## config.mk

```make
export PLATFORM = sky130hd
export DESIGN_NAME = scsi_block_command_decoder
export DESIGN_NICKNAME = d
export VERILOG_FILES = /design/src/rtl/scbd_pkg.sv /design/src/rtl/scbd_decode.sv /design/src/rtl/scsi_block_command_decoder.sv
export SDC_FILE = /design/constraint.sdc
export NUM_CORES = 1
export LEC_CHECK = 0
export BUFFER_PORTS_ARGS = -buffer_cell sky130_fd_sc_hd__buf_2
export CAP_MARGIN = 25
export CORE_AREA = 2 2 256 258
export CTS_BUF_LIST = sky130_fd_sc_hd__clkbuf_8
export DETAILED_ROUTE_END_ITERATION = 7
export DIE_AREA = 0 0 258 260
export SETUP_SLACK_MARGIN = 0.3
export SYNTH_ARGS = -nofsm -noshare
export SYNTH_HDL_FRONTEND = slang
export SYNTH_SLANG_ARGS = --single-unit
```

## constraint.sdc

```tcl
create_clock -name clk -period 11.49 [get_ports clk]
set_clock_uncertainty 0.2 [all_clocks]
set_input_delay 1.149 -clock clk [delete_from_list [all_inputs] [get_ports clk]]
set_output_delay 1.149 -clock clk [all_outputs]
set_load 0.02 [all_outputs]
```

## src/rtl/scbd_pkg.sv

```systemverilog
`timescale 1ns / 1ps
`default_nettype none
// ----------------------------------------------------------------------------
// scbd_pkg
// Shared opcodes, sense codes, response kinds and decode result type of the
// SCSI block command decoder.
// ----------------------------------------------------------------------------
package scbd_pkg;

	// operation codes
	localparam logic [7:0] OP_TEST_UNIT_READY  = 8'h00;
	localparam logic [7:0] OP_REQUEST_SENSE    = 8'h03;
	localparam logic [7:0] OP_READ_6           = 8'h08;
	localparam logic [7:0] OP_WRITE_6          = 8'h0A;
	localparam logic [7:0] OP_INQUIRY          = 8'h12;
	localparam logic [7:0] OP_MODE_SENSE_6     = 8'h1A;
	localparam logic [7:0] OP_START_STOP_UNIT  = 8'h1B;
	localparam logic [7:0] OP_SEND_DIAGNOSTIC  = 8'h1D;
	localparam logic [7:0] OP_PREVENT_ALLOW    = 8'h1E;
	localparam logic [7:0] OP_READ_FORMAT_CAPS = 8'h23;
	localparam logic [7:0] OP_READ_CAPACITY_10 = 8'h25;
	localparam logic [7:0] OP_READ_10          = 8'h28;
	localparam logic [7:0] OP_WRITE_10         = 8'h2A;
	localparam logic [7:0] OP_VERIFY_10        = 8'h2F;
	localparam logic [7:0] OP_MODE_SENSE_10    = 8'h5A;

	localparam int unsigned EVPD_BIT         = 0;
	localparam logic [7:0]  PAGE_UNIT_SERIAL = 8'h80;

	// sense keys and additional sense codes
	localparam logic [3:0] KEY_GOOD       = 4'd0;
	localparam logic [3:0] KEY_ILLEGAL    = 4'd5;
	localparam logic [7:0] ASC_NONE       = 8'h00;
	localparam logic [7:0] ASC_BAD_OPCODE = 8'h20;
	localparam logic [7:0] ASC_LBA_RANGE  = 8'h21;
	localparam logic [7:0] ASC_BAD_FIELD  = 8'h24;
	localparam logic [7:0] ASCQ_NONE      = 8'h00;

	// canned response sizes in bytes
	localparam logic [5:0] SIZE_INQUIRY  = 6'd36;
	localparam logic [5:0] SIZE_SERIAL   = 6'd9;
	localparam logic [5:0] SIZE_SENSE    = 6'd18;
	localparam logic [5:0] SIZE_CAPACITY = 6'd8;
	localparam logic [5:0] SIZE_MODE     = 6'd4;
	localparam logic [5:0] SIZE_FORMAT   = 6'd12;

	typedef enum logic [3:0] {
		KIND_NONE     = 4'd0,
		KIND_INQUIRY  = 4'd1,
		KIND_SERIAL   = 4'd2,
		KIND_SENSE    = 4'd3,
		KIND_CAPACITY = 4'd4,
		KIND_MODE     = 4'd5,
		KIND_FORMAT   = 4'd6,
		KIND_READ     = 4'd7,
		KIND_WRITE    = 4'd8
	} kind_t;

	// decoded command, one per request
	typedef struct packed {
		logic [3:0]  sense_key;
		logic [7:0]  sense_code;
		kind_t       kind;
		logic [5:0]  nbytes;
		logic        block_xfer;
		logic [31:0] start_block;
		logic [15:0] block_count;
	} dec_t;

endpackage
`default_nettype wire

```

## src/rtl/scbd_decode.sv

```systemverilog
`timescale 1ns / 1ps
`default_nettype none
// ----------------------------------------------------------------------------
// scbd_decode
// Combinational decode of one command descriptor block into sense key and code,
// response kind, clipped response length and block range.
// ----------------------------------------------------------------------------
module scbd_decode (
	input  wire logic [7:0]  opcode,
	input  wire logic [7:0]  cdb_flags,
	input  wire logic [7:0]  cdb_byte_two,
	input  wire logic [7:0]  cdb_byte_three,
	input  wire logic [7:0]  cdb_byte_four,
	input  wire logic [7:0]  cdb_byte_five,
	input  wire logic [7:0]  cdb_byte_seven,
	input  wire logic [7:0]  cdb_byte_eight,
	input  wire logic [31:0] total_blocks,
	output scbd_pkg::dec_t   dec
);

	logic [31:0] lba;
	logic [15:0] len78;
	logic [15:0] len34;
	logic [32:0] lba_end;
	logic        out_of_range;

	function automatic logic [5:0] clip_len(input logic [15:0] alloc, input logic [5:0] size);
		clip_len = (alloc < {10'd0, size}) ? alloc[5:0] : size;
	endfunction

	assign lba     = {cdb_byte_two, cdb_byte_three, cdb_byte_four, cdb_byte_five};
	assign len78   = {cdb_byte_seven, cdb_byte_eight};
	assign len34   = {cdb_byte_three, cdb_byte_four};
	assign lba_end = {1'b0, lba} + {17'd0, len78};
	// range check at 33 bits so a start near the top cannot wrap
	assign out_of_range = (lba >= total_blocks) || (lba_end > {1'b0, total_blocks});

	always_comb begin
		dec             = '0;
		dec.sense_key   = scbd_pkg::KEY_GOOD;
		dec.sense_code  = scbd_pkg::ASC_NONE;
		dec.kind        = scbd_pkg::KIND_NONE;
		case (opcode)
			scbd_pkg::OP_INQUIRY: begin
				if (cdb_flags[scbd_pkg::EVPD_BIT]) begin
					if (cdb_byte_two == scbd_pkg::PAGE_UNIT_SERIAL) begin
						dec.kind   = scbd_pkg::KIND_SERIAL;
						dec.nbytes = clip_len(len34, scbd_pkg::SIZE_SERIAL);
					end else begin
						dec.sense_key  = scbd_pkg::KEY_ILLEGAL;
						dec.sense_code = scbd_pkg::ASC_BAD_FIELD;
					end
				end else begin
					dec.kind   = scbd_pkg::KIND_INQUIRY;
					dec.nbytes = clip_len(len34, scbd_pkg::SIZE_INQUIRY);
				end
			end
			scbd_pkg::OP_REQUEST_SENSE: begin
				dec.kind   = scbd_pkg::KIND_SENSE;
				dec.nbytes = clip_len({8'd0, cdb_byte_four}, scbd_pkg::SIZE_SENSE);
			end
			scbd_pkg::OP_TEST_UNIT_READY, scbd_pkg::OP_START_STOP_UNIT: begin
				dec.kind = scbd_pkg::KIND_NONE;
			end
			scbd_pkg::OP_READ_CAPACITY_10: begin
				dec.kind   = scbd_pkg::KIND_CAPACITY;
				dec.nbytes = scbd_pkg::SIZE_CAPACITY;
			end
			scbd_pkg::OP_SEND_DIAGNOSTIC: begin
				dec.sense_key  = scbd_pkg::KEY_ILLEGAL;
				dec.sense_code = scbd_pkg::ASC_BAD_FIELD;
			end
			scbd_pkg::OP_READ_10, scbd_pkg::OP_WRITE_10: begin
				if (out_of_range) begin
					dec.sense_key  = scbd_pkg::KEY_ILLEGAL;
					dec.sense_code = scbd_pkg::ASC_LBA_RANGE;
				end else begin
					dec.kind        = (opcode == scbd_pkg::OP_READ_10) ?
						scbd_pkg::KIND_READ : scbd_pkg::KIND_WRITE;
					dec.block_xfer  = 1'b1;
					dec.start_block = lba;
					dec.block_count = len78;
				end
			end
			scbd_pkg::OP_MODE_SENSE_6: begin
				dec.kind   = scbd_pkg::KIND_MODE;
				dec.nbytes = clip_len({8'd0, cdb_byte_four}, scbd_pkg::SIZE_MODE);
			end
			scbd_pkg::OP_MODE_SENSE_10: begin
				dec.kind   = scbd_pkg::KIND_MODE;
				dec.nbytes = clip_len(len78, scbd_pkg::SIZE_MODE);
			end
			scbd_pkg::OP_READ_FORMAT_CAPS: begin
				dec.kind   = scbd_pkg::KIND_FORMAT;
				dec.nbytes = clip_len(len78, scbd_pkg::SIZE_FORMAT);
			end
			// recognised but unimplemented commands share the unknown opcode answer
			scbd_pkg::OP_PREVENT_ALLOW, scbd_pkg::OP_READ_6, scbd_pkg::OP_WRITE_6,
			scbd_pkg::OP_VERIFY_10: begin
				dec.sense_key  = scbd_pkg::KEY_ILLEGAL;
				dec.sense_code = scbd_pkg::ASC_BAD_OPCODE;
			end
			default: begin
				dec.sense_key  = scbd_pkg::KEY_ILLEGAL;
				dec.sense_code = scbd_pkg::ASC_BAD_OPCODE;
			end
		endcase
	end

endmodule
`default_nettype wire

```

## src/rtl/scsi_block_command_decoder.sv

```systemverilog
`timescale 1ns / 1ps
`default_nettype none
// ----------------------------------------------------------------------------
// scsi_block_command_decoder
// Decodes SCSI command descriptor blocks into status, sense and transfer info.
// ----------------------------------------------------------------------------
// One command request is accepted per clock while s_axis_tready is high, and
// its answer reaches the result side through an input register, a decode
// stage that also forms the block transfer byte count with one 16 x 16
// multiply, and an output register that takes the saturating residue subtract.
// Each stage holds its request while the next is full, so a stall on the
// result side fills the pipeline before the input stops. The user is to write
// total_blocks (index 0) and the block size in bytes (index 1) through the cfg
// port only while no request is in flight; the block does not enforce this.
// Every command overwrites the kept sense triple, REQUEST SENSE included, so
// REQUEST SENSE always reports good status and the triple needs no storage.
module scsi_block_command_decoder (
	input  wire logic         clk,
	input  wire logic         arst_n,
	// configuration write port
	input  wire logic         cfg_we,
	input  wire logic         cfg_addr,
	input  wire logic [31:0]  cfg_wdata,
	// command requests
	input  wire logic         s_axis_tvalid,
	output logic              s_axis_tready,
	// opcode, cdb_flags, cdb_byte_two, cdb_byte_three, cdb_byte_four,
	// cdb_byte_five, cdb_byte_seven, cdb_byte_eight, host_transfer_length
	input  wire logic [95:0]  s_axis_tdata,
	// results
	output logic              m_axis_tvalid,
	input  wire logic         m_axis_tready,
	// status_good, sense_key, sense_code, sense_qualifier, response_kind,
	// response_bytes, start_block, block_count, residue_bytes, one zero pad bit
	output logic [111:0]      m_axis_tdata
);

	localparam logic [0:0] REG_TOTAL_BLOCKS = 1'b0;
	localparam logic [0:0] REG_BLOCK_SIZE   = 1'b1;

	logic [31:0] total_blocks_q;
	logic [15:0] block_size_q;

	logic        valid_s1;
	logic [95:0] cdb_s1;
	logic        valid_s2;
	scbd_pkg::dec_t dec_s2;
	logic [31:0] moved_s2;
	logic [31:0] host_s2;

	logic        out_valid_q;
	logic [110:0] out_q;

	logic        adv_out;
	logic        adv_s2;
	logic        adv_s1;

	scbd_pkg::dec_t dec;
	logic [31:0] product;
	logic [31:0] residue;

	// configuration registers
	always_ff @(posedge clk or negedge arst_n) begin
		if (!arst_n) begin
			total_blocks_q <= 32'd256;
			block_size_q   <= 16'd512;
		end else if (cfg_we) begin
			case (cfg_addr)
				REG_TOTAL_BLOCKS: total_blocks_q <= cfg_wdata;
				REG_BLOCK_SIZE:   block_size_q   <= cfg_wdata[15:0];
				default: ;
			endcase
		end
	end

	// each stage may load when it is empty or its contents move on
	assign adv_out       = !out_valid_q || m_axis_tready;
	assign adv_s2        = !valid_s2 || adv_out;
	assign adv_s1        = !valid_s1 || adv_s2;
	assign s_axis_tready = adv_s1;

	always_ff @(posedge clk or negedge arst_n) begin
		if (!arst_n) begin
			valid_s1    <= 1'b0;
			valid_s2    <= 1'b0;
			out_valid_q <= 1'b0;
		end else begin
			if (adv_s1) begin
				valid_s1 <= s_axis_tvalid;
			end
			if (adv_s2) begin
				valid_s2 <= valid_s1;
			end
			if (adv_out) begin
				out_valid_q <= valid_s2;
			end
		end
	end

	scbd_decode u_decode (
		.opcode         (cdb_s1[7:0]),
		.cdb_flags      (cdb_s1[15:8]),
		.cdb_byte_two   (cdb_s1[23:16]),
		.cdb_byte_three (cdb_s1[31:24]),
		.cdb_byte_four  (cdb_s1[39:32]),
		.cdb_byte_five  (cdb_s1[47:40]),
		.cdb_byte_seven (cdb_s1[55:48]),
		.cdb_byte_eight (cdb_s1[63:56]),
		.total_blocks   (total_blocks_q),
		.dec            (dec)
	);

	// a 16 x 16 product always fits 32 bits
	assign product = {16'd0, dec.block_count} * {16'd0, block_size_q};

	assign residue = (host_s2 > moved_s2) ? (host_s2 - moved_s2) : 32'd0;

	always_ff @(posedge clk) begin
		if (adv_s1 && s_axis_tvalid) begin
			cdb_s1 <= s_axis_tdata;
		end
		if (adv_s2 && valid_s1) begin
			dec_s2   <= dec;
			host_s2  <= cdb_s1[95:64];
			moved_s2 <= dec.block_xfer ? product : {26'd0, dec.nbytes};
		end
		if (adv_out && valid_s2) begin
			out_q <= {residue,
				dec_s2.block_count,
				dec_s2.start_block,
				dec_s2.nbytes,
				dec_s2.kind,
				scbd_pkg::ASCQ_NONE,
				dec_s2.sense_code,
				dec_s2.sense_key,
				(dec_s2.sense_key == scbd_pkg::KEY_GOOD)};
		end
	end

	assign m_axis_tvalid = out_valid_q;
	assign m_axis_tdata  = {1'b0, out_q};

endmodule
`default_nettype wire

```

==> results of run 1 <==
[worst min path at each step]
stage               start  cells after the start         end
3_3_place_gp   dec_s2[43]                      0   out_q[58]
3_5_place_dp   dec_s2[29]                      0   out_q[44]
4_1_cts        dec_s2[12]                      0   out_q[75]
6_report       dec_s2[12]                      0   out_q[75]
5_1_grt        dec_s2[12]                      0   out_q[75]
2_1_floorplan  cdb_s1[64]                      0  host_s2[0]
[sequential cells by signal, summed over array words and instances, names as in the netlist]
| signal | flops |
|---|---|
| valid_s2 | 1 |
| block_size_q | 16 |
| cdb_s1 | 89 |
| out_q | 94 |
| total_blocks_q | 32 |
| valid_s1 | 1 |
| m_axis_tvalid | 1 |
| dec_s2 | 61 |
| moved_s2 | 32 |
| host_s2 | 32 |
[layer usage]
metal / track usage / part of all wire / up-vias
met4: 0.0620 / 0.030 / 8
met1: 0.256 / 0.44 / 8774
li1: - / - / 8481
met5: 0 / 0.00068 / -
met2: 0.333 / 0.48 / 557
met3: 0.0316 / 0.056 / 128
[cell families (layout without fill, tap and decap cells)]
| kind of cell | count (synthesis) | in the layout |
|---|---|---|
| compound gates | 326 | 326 |
| xor+xnor | 71 | 71 |
| fa+ha+maj | 412 | 412 |
| buf+inv | 427 | 719 |
| flops | 359 | 359 |
| mux | 24 | 24 |
| other cells | 1 | 21 |
| simple gates | 709 | 711 |
[layout by cell type (no fill, tap or decap), drive strengths merged, types with 15 or more instances in the layout]
master / synthesis / final
clkbuf: 61 / 61
nand2b: 21 / 21
inv: 319 / 333
and2: 82 / 82
and3: 133 / 133
xnor2: 42 / 42
xor2: 29 / 29
a21o: 36 / 36
clkinv: 0 / 31
nor4: 15 / 15
nor3: 32 / 32
mux2: 18 / 18
dfrtp: 49 / 49
edfxtp: 308 / 308
nand2: 238 / 238
fa: 196 / 196
nand4: 16 / 16
o21ai: 91 / 91
a21oi: 86 / 86
conb: 1 / 16
o21a: 15 / 15
nor2: 82 / 82
ha: 216 / 216
nand3: 38 / 38
buf: 47 / 285
[through the flow]
step | area (µm²) | setup WS (ns) | hold WS, ns | std cells | utilization
final | 29000 | 0.750 | 0.201 | 3498 | 0.452
after global placement | 27600 | 0.618 | 0.203 | 3373 | 0.431
after floorplan | 25500 | 1.73 | 0.200 | 2344 | -
after detailed placement | 27600 | 0.534 | 0.205 | 3373 | 0.431
after CTS | 28900 | 0.473 | 0.206 | 3488 | 0.450
after global routing | 28900 | 0.310 | 0.211 | 3494 | 0.451
[critical path, delay by kind of cell (launching register included)]
kind / cells / cell delay (ns)
XOR/XNOR: 1 / 0.13
buffers and inverters: 3 / 0.47
AND/OR/NAND/NOR: 7 / 1.45
AO/OA/AOI/OAI: 15 / 3.44
flip-flops: 1 / 0.47
multiplexers: 1 / 0.34
adder cells (fa/ha/maj): 9 / 3.96
[where the power goes]
| part | internal, mW | total (mW) | leakage, nW | switching (mW) |
|---|---|---|---|---|
| clock network | 0.639 | 1.18 | 0.685 | 0.543 |
| logic | 0.239 | 0.647 | 9.28 | 0.408 |
| registers | 1.57 | 1.68 | 3.65 | 0.107 |
[repair_timing]
action / in CTS / in global routing
buffers inserted: 0 / 3
resized for setup: 0 / 6
endpoints found under the setup margin: 0 / 16
[area by class of cell]
type / count / area, µm²
diodes: 5 / 12.5
clock buffers: 61 / 840
inverters: 319 / 1200
multi-input cells: 1560 / 13300
clock inverters: 54 / 423
well taps: 855 / 1070
flip-flops and latches: 359 / 10500
fillers: 6010 / 35200
repair buffers: 285 / 1600
==> run_results.csv, run 1 <==
group,metric,value,unit
timing,maxClockFrequency,93.1,MHz
drt,drc,0,
floorplanning,initial_core_util,0.398,
drt,detail-route-antenna-nets,0,
drt,dr.pass1.iters,6,
critical_path,worst_path_max_delay_cell,"fa_1",
synth,count_of_flip_flops_with_a_built_in_enable_after_synthesis,308,
final_layout,syn_to_final_growth,13.6,%
timing,report.final.hold_viol_count,0,
critical_path,worst_setup_path_start_kind,"register",
floorplanning,die_x,258,µm
drt,drt-initial-drc-count,1069,
critical_path,setup.worst_path.start,"cdb_s1[41]",
power,power.density,121,nW/µm²
critical_path,criticalPathCategory,"reg -> reg",
timing,tns,0,ns
drt,via_total_after_detailed_routing,17900,
status,outcome,"complete, but fails checks",
timing,timing_max_transition_violations_final,5,
floorplanning,die_h,260,µm
critical_path,setup.reg_to_reg.worst_slack,0.75,ns
cts,holdBufCountCts,0,
synth,synth_seq_cells,359,
power,post-layout-total-power,3.51,mW
timing,worst_pin_slew,1.73,ns
cts,number_of_buffers_between_clock_root_and_the_deepest_sink,3,
synth,synth_area,25500,µm²
final_layout,share_of_layout_cells_above_drive_strength_1,0.157,
global_route,globalRoute.totalOverflow,0,
synth,post_synth_main_area_contributors,"edfxtp_1 (36%), fa_1 (15%), ha_1 (11%)",
worst_hold_path,worstHoldPathType,"reg -> reg",
timing,unrepaired_setup_endpoints_after_global_routing,"false",
floorplanning,core_region_area,64100,µm²
timing,final.period_utilization,0.935,
place,placement.io_buffers,224,
synth,synthXorXnorAreaFrac,0.0244,
floorplanning,die-area,67100,µm²
cts,cts.htree.levels,2,
critical_path,crit_end,"moved_s2[31]",
timing,final_period_minus_worst_setup_slack,10.74,ns
drt,detail_route.wl_per_cell,19.0,µm
synth,sequential_to_total_area_share_from_yosys_stat,0.413,
critical_path,timing.critical_path.slowest_cell_delay,0.66,ns
critical_path,crit_required,11.70,ns
cts,cts.sink_count,359,
cts,clock_tree.root_cell,"clkbuf_8",
synth,synthAdderAreaFrac,0.260,
synth,synth.avg_cell_area,10.9,µm²
place,routabilityCongestion,0.907,
synth,synth-async-reset-ratio,0.142,
cts,clk_pin_slew_worst_paths,0.07,ns
synth,synth-simple-area-share,0.142,
synth,dominant_cell_by_count_in_the_synthesized_netlist,"inv_1",
synth,dominantRegCellSynth,"edfxtp_1",
flow_run,cap_viol_max_count,1,
global_route,grt_antenna_before_repair,9,
critical_path,endpoint_kind,"register",
synth,synth_top_family_by_area,"adder cells",
final_layout,finish.net_count,3132,
global_route,grtUsageTotal,0.196,
drt,route.detailed.vias_per_inst,5.13,
timing,max_slew_margin,-0.162,
drt,drt-total-wl,66300,µm
cts,worstSkewPairLatency,0.67,ns
synth,mux_contribution_to_synthesized_area,0.0103,
synth,yosys-top-cells-count,"inv_1 (319), edfxtp_1 (308), nand2_1 (238)",
critical_path,cp.arrival,10.95,ns
global_route,grt_first_pass_wirelength,103000,µm
critical_path,r2r_start,"cdb_s1[41]",
power,total_leakage_power,13.6,nW
critical_path,r2r_end,"moved_s2[31]",
synth,area_share_of_the_largest_cell_type_after_synthesis,0.363,
synth,yosysUniqueCellTypes,70,
global_route,first_global_vias,18600,
status,failed_checks,"max-capacitance violations, max-slew violations",
timing,finalSetupViolCount,0,
synth,complex_gate_fraction_of_the_synthesized_area,0.0803,
synth,yosys_warnings,0,
cts,cts_tree,"done",
critical_path,critical_path.max_fanout,21,
cts,cts_inserted_buffers,61,
critical_path,r2r_cells,36,
global_route,largest_net_degree_at_the_start_of_global_routing,66,
synth,top_cell_type_by_total_area_after_synthesis,"edfxtp_1",
floorplanning,design.portCount,248,
synth,netlist_instances,2329,
place,place.detailed.hpwl,49300,µm
floorplanning,num_rows,93,
power,ir_drop,0.109,mV
(Power assumes the default switching activity.)
==> run 2: changes to the inputs <==
--- a/config.mk
+++ b/config.mk
@@ -7,11 +7,13 @@
 export LEC_CHECK = 0
 export BUFFER_PORTS_ARGS = -buffer_cell sky130_fd_sc_hd__buf_2
 export CAP_MARGIN = 25
-export CORE_AREA = 2 2 256 258
+export CORE_AREA = 2 2 262 264
 export CTS_BUF_LIST = sky130_fd_sc_hd__clkbuf_8
 export DETAILED_ROUTE_END_ITERATION = 7
-export DIE_AREA = 0 0 258 260
+export DIE_AREA = 0 0 264 266
+export GPL_TIMING_DRIVEN = 0
 export SETUP_SLACK_MARGIN = 0.3
 export SYNTH_ARGS = -nofsm -noshare
 export SYNTH_HDL_FRONTEND = slang
+export SYNTH_HIERARCHICAL = 1
 export SYNTH_SLANG_ARGS = --single-unit
==> run_results.csv, run 2 <==
group,metric,value,unit
status,outcome,"finished clean",
floorplanning,die_h,266,µm
critical_path,crit_required,11.67,ns
cts,clock_tree.root_cell,"clkbuf_8",
critical_path,criticalPathCategory,"reg -> reg",
cts,cts_inserted_buffers,69,
final_layout,final_cell_mix,"inv_1 (350), edfxtp_1 (326), buf_2 (231)",
floorplanning,initial_core_util,0.392,
timing,report.final.hold_viol_count,0,
critical_path,worst_setup_path_start_kind,"register",
final_layout,share_of_layout_cells_above_drive_strength_1,0.179,
global_route,grtUsageTotal,0.204,
synth,synth_area,26600,µm²
global_route,grt_antenna_before_repair,5,
power,post-layout-total-power,3.73,mW
timing,finalSetupViolCount,0,
cts,clk_pin_slew_worst_paths,0.08,ns
final_layout,mostFrequentLayoutCell,"inv_1",
synth,netlist_instances,2399,
critical_path,worst_path_max_delay_cell,"fa_1",
drt,detail-route-antenna-nets,0,
final_layout,finish.net_count,3291,
cts,worstSkewPairLatency,0.67,ns
timing,max_slew_margin,0.361,
global_route,largest_net_degree_at_the_start_of_global_routing,58,
final_layout,multi_input_comb_area,14000,µm²
critical_path,timing.critical_path.slowest_cell_delay,0.54,ns
place,routabilityCongestion,0.927,
timing,timing_max_transition_violations_final,0,
drt,route.detailed.vias_per_inst,5.10,
final_layout,syn_to_final_growth,15.6,%
global_route,first_global_vias,19400,
floorplanning,design.portCount,248,
drt,drt-initial-drc-count,1283,
timing,maxClockFrequency,93.4,MHz
cts,cts.sink_count,377,
flow_run,cap_viol_max_count,0,
final_layout,largest_register,"out_q",
final_layout,layout.area.seq,11100,µm²
final_layout,biggestRegsByFlops,"out_q (103), cdb_s1 (89), dec_s2 (70)",
power,total_leakage_power,13.8,nW
global_route,grt_first_pass_wirelength,110000,µm
floorplanning,core_region_area,67700,µm²
floorplanning,die_x,264,µm
place,dpl-instance-area,29000,µm²
timing,final_period_minus_worst_setup_slack,10.71,ns
floorplanning,num_rows,96,
timing,final.period_utilization,0.932,
power,ir_drop,0.104,mV
drt,via_total_after_detailed_routing,18800,
drt,drt-total-wl,71100,µm
synth,synth.avg_cell_area,11.1,µm²
drt,drc,0,
place,place.detailed.hpwl,55200,µm
drt,detail_route.wl_per_cell,19.3,µm
final_layout,stdcell_area,30700,µm²
drt,dr.pass1.iters,6,
power,power.density,121,nW/µm²
global_route,globalRoute.totalOverflow,0,
cts,cts_tree,"done",
timing,unrepaired_setup_endpoints_after_global_routing,"false",
synth,yosys_warnings,6,
floorplanning,die-area,70200,µm²
critical_path,cp.arrival,10.89,ns
critical_path,endpoint_kind,"register",
critical_path,critical_path.most_common_cell,"fa_1",
cts,holdBufCountCts,0,
cts,number_of_buffers_between_clock_root_and_the_deepest_sink,3,
cts,cts.htree.levels,3,
worst_hold_path,worstHoldPathType,"reg -> reg",
place,placement.io_buffers,231,
final_layout,fillers,6428,
timing,worst_pin_slew,0.959,ns
critical_path,critical_path.max_fanout,10,
final_layout,largest_reg_flops,103,
==> run 2: metal layers <==
metal | GRT usage | vias up | part of all wire
li1 | - | 8892 | -
met1 | 0.260 | 9167 | 0.43
met2 | 0.347 | 587 | 0.49
met3 | 0.0374 | 138 | 0.052
met4 | 0.0720 | 2 | 0.033
met5 | 0 | - | 0.00023
==> run 2: critical path, delay by kind of cell (launching register included) <==
family | cells | cell delay, ns
adder cells (fa/ha/maj) | 10 | 4.20
flip-flops | 1 | 0.45
AO/OA/AOI/OAI | 9 | 1.92
XOR/XNOR | 2 | 0.23
buffers and inverters | 11 | 1.28
AND/OR/NAND/NOR | 11 | 2.11
==> run 2: layout make-up <==
type | count | share of cell area
Sequential cell | 377 | 0.361
Buffer | 94 | 0.0174
Clock buffer | 73 | 0.0327
Inverter | 330 | 0.0404
Clock inverter | 51 | 0.00966
Antenna cell | 4 | 0.000326
Tap cell | 882 | 0.0360
Multi-Input combinational cell | 1612 | 0.455
Timing Repair Buffer | 261 | 0.0480
==> run 2: report_power, final <==
part,switching [mW],leakage [nW],internal (mW)
Combinational,0.478,9.27,0.288
Sequential,0.0845,3.79,1.65
Clock,0.583,0.750,0.641
Total,1.15,13.8,2.58
==> run 2: final timing paths <==
| kind | startpoint | endpoint | slack, ns | cells past startpoint |
|---|---|---|---|---|
| setup / recovery | cdb_s1[40] | moved_s2[29] | 0.78 | 43 |
| hold reg to reg | dec_s2[6] | out_q[69] | 0.19 | 0 |
| hold / removal | dec_s2[6] | out_q[69] | 0.19 | 0 |
| setup reg to reg | cdb_s1[40] | moved_s2[29] | 0.78 | 43 |
| min in group asynchronous | arst_n | total_blocks_q[30] | 0.26 | 1 |
| max in group asynchronous | arst_n | total_blocks_q[8] | 10.15 | 2 |
==> run 2: stage by stage <==
stage                     setup WS [ns]   util  setup TNS, ns  hold WS (ns)  instances
after floorplan                    1.71      -              0         0.200       2413
after global placement           -0.330  0.426          -1.81         0.203       3526
after detailed placement         -0.493  0.428          -3.06         0.205       3531
after CTS                         0.308  0.449              0         0.191       3658
after global routing              0.291  0.453              0         0.215       3684
final                             0.778  0.453              0         0.190       3684
==> run 2: what timing repair did <==
| action | 4_1_cts | 5_1_grt |
|---|---|---|
| pin swaps | 1 | 10 |
| buffers inserted | 3 | 22 |
| setup endpoints to repair | 16 | 15 |
| gates resized for setup | 44 | 57 |
| gates cloned | 0 | 0 |
